<file path="src/design/rotated_bitplane_pixel_plotter_core_macros.svh">
// ----------------------------------------------------------------------------
// Assertion macros for the bit-plane pixel plotter
// Concurrent checks clocked on clk and disabled while rst_n is low; empty
// bodies when SYNTHESIS is defined.
// ----------------------------------------------------------------------------
`ifndef ROTATED_BITPLANE_PIXEL_PLOTTER_CORE_MACROS_SVH
`define ROTATED_BITPLANE_PIXEL_PLOTTER_CORE_MACROS_SVH
`ifndef SYNTHESIS
// Property must hold at every edge out of reset
`define RBPP_ASSERT(lbl, prop, msg) \
    lbl: assert property (@(posedge clk) disable iff (!rst_n) prop) else $error(msg);
// Condition must never be seen out of reset
`define RBPP_ASSERT_NEVER(lbl, cond, msg) \
    lbl: assert property (@(posedge clk) disable iff (!rst_n) !(cond)) else $error(msg);
`else
`define RBPP_ASSERT(lbl, prop, msg)
`define RBPP_ASSERT_NEVER(lbl, cond, msg)
`endif
`endif

</file>
<file path="src/design/rbpp_pkg.sv">
// ----------------------------------------------------------------------------
// rbpp_pkg
// Shared types, codes and constants of the bit-plane pixel plotter.
// ----------------------------------------------------------------------------
`timescale 1ns / 1ps

package rbpp_pkg;

    // Default panel geometry
    localparam int DEF_PANEL_WIDTH  = 240;
    localparam int DEF_PANEL_HEIGHT = 416;

    // Stream payload widths
    localparam int IN_DATA_W  = 64;
    localparam int OUT_DATA_W = 32;
    localparam int CFG_DATA_W = 2;

    // Operation selector carried on tuser
    typedef enum logic [1:0] {
        FUNC_PLOT = 2'd0,
        FUNC_FILL = 2'd1,
        FUNC_READ = 2'd2,
        FUNC_NOP  = 2'd3
    } func_t;

    // Configuration register indexes
    localparam logic CFG_MONO_MODE = 1'b0;
    localparam logic CFG_ROTATION  = 1'b1;

    // Quarter-turn codes
    localparam logic [1:0] ROT_0   = 2'd0;
    localparam logic [1:0] ROT_90  = 2'd1;
    localparam logic [1:0] ROT_180 = 2'd2;
    localparam logic [1:0] ROT_270 = 2'd3;

    // Named colours and gray levels
    localparam logic [15:0] COLOR_BLACK = 16'h0000;
    localparam logic [15:0] COLOR_DARK  = 16'h7BEF;
    localparam logic [15:0] COLOR_LIGHT = 16'hC618;
    localparam logic [9:0]  LEVEL_ONE   = 10'd1;
    localparam logic [9:0]  LEVEL_TWO   = 10'd2;
    localparam logic [9:0]  LEVEL_THREE = 10'd3;

    localparam logic [7:0] BYTE_ONES  = 8'hFF;
    localparam logic [7:0] BYTE_ZEROS = 8'h00;
    localparam logic [7:0] MASK_MSB   = 8'h80;

    // Controller states
    typedef enum logic [3:0] {
        CS_IDLE,
        CS_PLOT_ROT,
        CS_PLOT_MUL,
        CS_PLOT_ADDR,
        CS_PLOT_RD,
        CS_PLOT_WR,
        CS_FILL,
        CS_READ_RD,
        CS_READ_WAIT,
        CS_DONE
    } ctrl_state_t;

    // Controller to datapath
    typedef struct packed {
        logic capture;
        logic rot_en;
        logic mul_en;
        logic addr_en;
        logic rd_plot;
        logic wr_plot;
        logic fill_wr;
        logic rd_index;
        logic load_out;
    } dp_cmd_t;

    // Datapath to controller
    typedef struct packed {
        logic plot_ok;
        logic fill_last;
        logic out_free;
    } dp_status_t;

endpackage

</file>
<file path="src/design/rbpp_ctrl.sv">
// ----------------------------------------------------------------------------
// rbpp_ctrl
// Sequencer of the plotter: takes one item at a time and steps the datapath
// through the plot, fill or read sequence, then hands the result over.
// ----------------------------------------------------------------------------
`timescale 1ns / 1ps
`include "rotated_bitplane_pixel_plotter_core_macros.svh"

module rbpp_ctrl (
    input  logic                   clk,
    input  logic                   rst_n,
    input  logic                   s_tvalid,
    input  logic [1:0]             s_tuser,
    output logic                   s_tready,
    input  rbpp_pkg::dp_status_t   status,
    output rbpp_pkg::dp_cmd_t      cmd
);
    import rbpp_pkg::*;

    ctrl_state_t state_reg;
    ctrl_state_t state_next;
    func_t       func_in;

    assign func_in = func_t'(s_tuser);

    // State register
    always_ff @(posedge clk or negedge rst_n)
    begin
        if (!rst_n)
        begin
            state_reg <= CS_IDLE;
        end
        else
        begin
            state_reg <= state_next;
        end
    end

    // Next state and commands
    always_comb
    begin
        state_next = state_reg;
        cmd        = '0;
        s_tready   = 1'b0;
        case (state_reg)
            CS_IDLE:
            begin
                s_tready = 1'b1;
                if (s_tvalid)
                begin
                    cmd.capture = 1'b1;
                    case (func_in)
                        FUNC_PLOT: state_next = CS_PLOT_ROT;
                        FUNC_FILL: state_next = CS_FILL;
                        FUNC_READ: state_next = CS_READ_RD;
                        default:   state_next = CS_DONE;
                    endcase
                end
            end
            CS_PLOT_ROT:
            begin
                cmd.rot_en = 1'b1;
                state_next = CS_PLOT_MUL;
            end
            CS_PLOT_MUL:
            begin
                cmd.mul_en = 1'b1;
                state_next = CS_PLOT_ADDR;
            end
            CS_PLOT_ADDR:
            begin
                cmd.addr_en = 1'b1;
                state_next  = CS_PLOT_RD;
            end
            CS_PLOT_RD:
            begin
                // Drop out-of-bounds plots without touching the planes
                if (status.plot_ok)
                begin
                    cmd.rd_plot = 1'b1;
                    state_next  = CS_PLOT_WR;
                end
                else
                begin
                    state_next = CS_DONE;
                end
            end
            CS_PLOT_WR:
            begin
                cmd.wr_plot = 1'b1;
                state_next  = CS_DONE;
            end
            CS_FILL:
            begin
                cmd.fill_wr = 1'b1;
                if (status.fill_last)
                begin
                    state_next = CS_DONE;
                end
            end
            CS_READ_RD:
            begin
                cmd.rd_index = 1'b1;
                state_next   = CS_READ_WAIT;
            end
            CS_READ_WAIT:
            begin
                state_next = CS_DONE;
            end
            CS_DONE:
            begin
                // Hold until the output register can take the result
                if (status.out_free)
                begin
                    cmd.load_out = 1'b1;
                    state_next   = CS_IDLE;
                end
            end
            default:
            begin
                state_next = CS_IDLE;
            end
        endcase
    end

    `RBPP_ASSERT(a_accept_leaves_idle, (s_tvalid && s_tready) |=> (state_reg != CS_IDLE), "accepted item did not start a sequence")
    `RBPP_ASSERT(a_write_after_read, cmd.wr_plot |-> $past(cmd.rd_plot), "plot write without preceding read")
    `RBPP_ASSERT_NEVER(a_load_when_full, cmd.load_out && !status.out_free, "result loaded over a waiting result")

endmodule

</file>
<file path="config.mk">
export PLATFORM = sky130hd
export DESIGN_NAME = rbpp_ctrl
export DESIGN_NICKNAME = d
export VERILOG_FILES = /design/src/design/rbpp_pkg.sv /design/src/design/rbpp_ctrl.sv
export VERILOG_INCLUDE_DIRS = /design/src /design/src/design
export SDC_FILE = /design/constraint.sdc
export NUM_CORES = 1
export LEC_CHECK = 0
export ABC_CLOCK_PERIOD_IN_PS = 1160
export BUFFER_PORTS_ARGS = -buffer_cell sky130_fd_sc_hd__clkbuf_2
export CAP_MARGIN = 20
export CORE_AREA = 10 10 47 49
export CTS_CLUSTER_SIZE = 12
export DETAILED_ROUTE_END_ITERATION = 10
export DIE_AREA = 0 0 57 59
export GPL_TIMING_DRIVEN = 0
export PLACE_DENSITY = 0.63
export REMOVE_ABC_BUFFERS = 1
export SYNTH_ARGS = -nofsm -noshare
export SYNTH_HDL_FRONTEND = slang
export SYNTH_SLANG_ARGS = --single-unit
</file>
<file path="constraint.sdc">
create_clock -name clk -period 1.16 [get_ports clk]
set_input_delay 0 -clock clk [delete_from_list [all_inputs] [get_ports clk]]
set_output_delay 0 -clock clk [all_outputs]
set_load 0.02 [all_outputs]
</file>
==> key figures <==
Power and ir drop
  • Maximum resistive drop on vdd: 935.4 uV
  • Cell Pwr Density: 2462 nW/um^2
  • Total power after layout: 1.950 mW
  • Leakage power total: 0.3381 nW

Clock network
  • Skew-Pair Late Insertion Delay: 0.23 ns
  • Clock slew seen by the registers of the worst setup and hold paths: 0.04 ns
  • Number of CTS-inserted buffers: 3
  • Depth of the CTS H-tree: 1
  • Maximum clock path buffer count: 2
  • CTS root buf: sky130_fd_sc_hd__clkbuf_4
  • Clock tree from TritonCTS: done
  • Sinks on the clock net: 4

Setup path
  • Data required time at the worst endpoint: 1.16 ns
  • CP endpoint kind: output pin
  • Timing startpoint of the critical path: state_reg[1]
  • Crit path cell chain: nor4_2, and2_1, clkbuf_8
  • Slowest CP cell: sky130_fd_sc_hd__dfrtp_2
  • Data arrival, critical path: 1.31 ns
  • Type of the worst setup path: reg2out
  • Max stage delay on crit path: 0.46 ns
  • Number of buffer and inverter instances along the worst setup path: 1
  • CP Depth: 3
  • Launch point of the worst reg-to-reg path: state_reg[0]
  • Destination of the critical timing path: cmd[8]
  • R2R Path End: state_reg[3]
  • Largest fanout on the critical path: 6
  • Delay-heaviest family, CP: simple AND/OR/NAND/NOR gates
  • Startpoint type of the worst setup path: register
  • Register-to-register setup slack: -0.12 ns
  • Number of cells on the worst reg-to-reg path: 5

Routing
  • Post-DRT Antenna Nets: 0
  • Final WL: 1287 um
  • Vias per inst: 5.010
  • Met3 Routed Length: 78 um
  • DR WL/cell: 13.13 um
  • Wl on met1: 562 um
  • Count of vias placed by the detailed router: 491
  • Sum of met2 wire segment lengths after detailed routing: 645 um
  • Number of detailed-routing iterations run before antenna repair: 4
  • DRC viols: 0
  • DRC violation total after the first TritonRoute iteration: 5
  • Topmost layer with routed signal wires: met3

Synth
  • Netlist cell types: 25
  • Ys Warns: 0
  • Sequential element share of the synthesized area: 22.86%
  • Post-Syn Area: 437.9 um^2
  • Flip-flop and latch count after synthesis: 4
  • Mean instance size in the synthesized netlist: 7.820 um^2
  • Instance count of the mapped netlist: 56

Global route
  • Global-route total usage across every layer: 7.686%
  • Wire length of the first global-routing pass: 2152 um
  • Via count of the first global-routing pass: 507
  • Largest net degree at the start of global routing: 10
  • Number of antenna violations at the first check in global routing: 0
  • Overflow left after global routing: 0

Job
  • Number of max-cap violations: 0

STA
  • Worst Slack Setup Final: -0.1523 ns
  • Hold violation count in the final report: 0
  • Final max-slew violation count: 0
  • Highest Clock Rate: 762.0 MHz
  • Setup repair after global routing missed its margin: true
  • Min cycle time layout: 1.312 ns
  • Ratio of final minimum period to clock period: 113.1%
  • Rel. slew slack: 77.31%
  • Slew @ Worst Pin: 0.3396 ns
  • Setup violators final: 13
  • Worst-case clock skew: 0.001200 ns

Placed design
  • IO Port Bufs: 17
  • Cell total after placement: 85
  • Weighted congestion at the end of routability-driven global placement: 0.7543
  • Detailed placement HPWL: 817.2 um

Final layout
  • # diodes: 0
  • Most common cell after layout, fill and taps aside: sky130_fd_sc_hd__buf_4
  • Core occupancy in the finished layout: 56.52%
  • Fraction of layout cells with a size suffix above 1: 65.85%
  • Most frequent cells in the layout: 8 x sky130_fd_sc_hd__buf_4, 7 x sky130_fd_sc_hd__clkbuf_2, 7 x sky130_fd_sc_hd__buf_6
  • Non-filler cells in the finished layout: 98
  • Post-layout nets: 94
  • Flip-flop count of the largest register, all copies and words added: 4
  • Synthesis-to-layout area growth: 80.86%

Die
  • Placeable core area: 1401 um^2
  • Initial core utilization: 31.25%
  • Area of the die: 3363 um^2
  • Die H: 59 um
  • I/O pin cnt: 18
  • DIE WIDTH: 57 um
  • Number of rows created at floorplan: 14

Run status
  • Outcome: complete, but fails checks
  • Violations in the final reports: negative setup slack

Min path
  • Hold crit path type: in2reg
layer usage:
layer | vias up | global-route usage [%]
met3 | 0 | 1.717
met1 | 226 | 9.479
met4 | 0 | 4.027
met5 | - | 0
met2 | 13 | 12.09
li1 | 252 | -
where the power goes:
group,switching [mW],internal [mW]
combinational,0.748,0.686
clock,0.0510,0.115
sequential,0.138,0.211
total,0.937,1.01
worst min-delay path by stage:
stage,startpoint,end,slack (ns),depth (start not counted)
after global routing,status[1],state_reg[1],0.08,3
after detailed placement,rst_n,state_reg[2],-0.19,1
after CTS,status[1],state_reg[1],0.06,3
final,status[1],state_reg[1],0.07,3
after floorplan,rst_n,state_reg[0],-0.30,0
after global placement,rst_n,state_reg[2],-0.19,1
layout make-up:
type / instances / area (um^2)
well taps: 16 / 20.02
inverters: 4 / 15.01
clock buffers: 3 / 22.52
fillers: 130 / 609.3
repair buffers: 27 / 225.2
flip-flops and latches: 4 / 105.1
multi-input cells: 44 / 404.1
tightest hold or removal path, cell delays in order:
cell and delay (ns):
sky130_fd_sc_hd__clkbuf_2 0.09, sky130_fd_sc_hd__or3_4 0.13, sky130_fd_sc_hd__o21ai_2 0.04
logic make-up (layout without fill, tap and decap cells):
| family | Yosys count | in the layout | synth area share [%] |
|---|---|---|---|
| AO/OA/AOI/OAI | 13 | 13 | 24.00 |
| AND/OR/NAND/NOR | 28 | 28 | 34.57 |
| multiplexers | 1 | 1 | 2.286 |
| flip-flops | 4 | 4 | 22.86 |
| buffers and inverters | 8 | 34 | 10.57 |
| adder cells (fa/ha/maj) | 2 | 2 | 5.713 |
Yosys cell counts:
library cell               instances  area share (%)
sky130_fd_sc_hd__a211oi_1          1             1.7
sky130_fd_sc_hd__a21oi_1           3             3.4
sky130_fd_sc_hd__a31oi_1           1             1.4
sky130_fd_sc_hd__and2_1            1             1.4
sky130_fd_sc_hd__buf_2             1             1.1
sky130_fd_sc_hd__buf_4             2             3.4
sky130_fd_sc_hd__buf_6             1             2.6
sky130_fd_sc_hd__dfrtp_1           4              23
sky130_fd_sc_hd__ha_1              2             5.7
sky130_fd_sc_hd__inv_1             4             3.4
sky130_fd_sc_hd__mux2i_1           1             2.3
sky130_fd_sc_hd__nand2_1           3             2.6
sky130_fd_sc_hd__nand2b_1          3             4.3
sky130_fd_sc_hd__nand2b_4          1             3.1
sky130_fd_sc_hd__nand3_1           1             1.1
sky130_fd_sc_hd__nor2_1            9             7.7
sky130_fd_sc_hd__nor3_1            5             5.7
sky130_fd_sc_hd__nor3b_1           1             1.7
sky130_fd_sc_hd__nor4_1            3             4.3
sky130_fd_sc_hd__o21ai_0           3             3.4
sky130_fd_sc_hd__o21ai_1           1             1.1
sky130_fd_sc_hd__o21ai_2           2             4.0
sky130_fd_sc_hd__o311ai_4          1             6.0
sky130_fd_sc_hd__o31ai_2           1             2.9
sky130_fd_sc_hd__or3_4             1             2.6
through the flow:
step                area [um^2]  TNS (ns)  setup slack, ns  hold WS (ns)
detailed placement        511.7    -1.213          -0.3075       -0.1908
finish                    792.0   -0.9905          -0.1523       0.07147
global placement          511.7    -1.276          -0.3264       -0.1930
global route              792.0    -1.910          -0.2128       0.08278
floorplan                 406.6    -1.347          -0.4438       -0.2956
CTS                       699.4    -1.326          -0.1585       0.06262
what timing repair did:
| item | 4_1_cts | 5_1_grt |
|---|---|---|
| hold buffers | 1 | 0 |
| hold endpoints to repair | 4 | 0 |
| setup buffers | 9 | 0 |
| endpoints found under the setup margin | 14 | 14 |
| pin swaps | 8 | 4 |
| gates resized for setup | 27 | 29 |
Note: power is estimated with default switching activity, not from simulation.
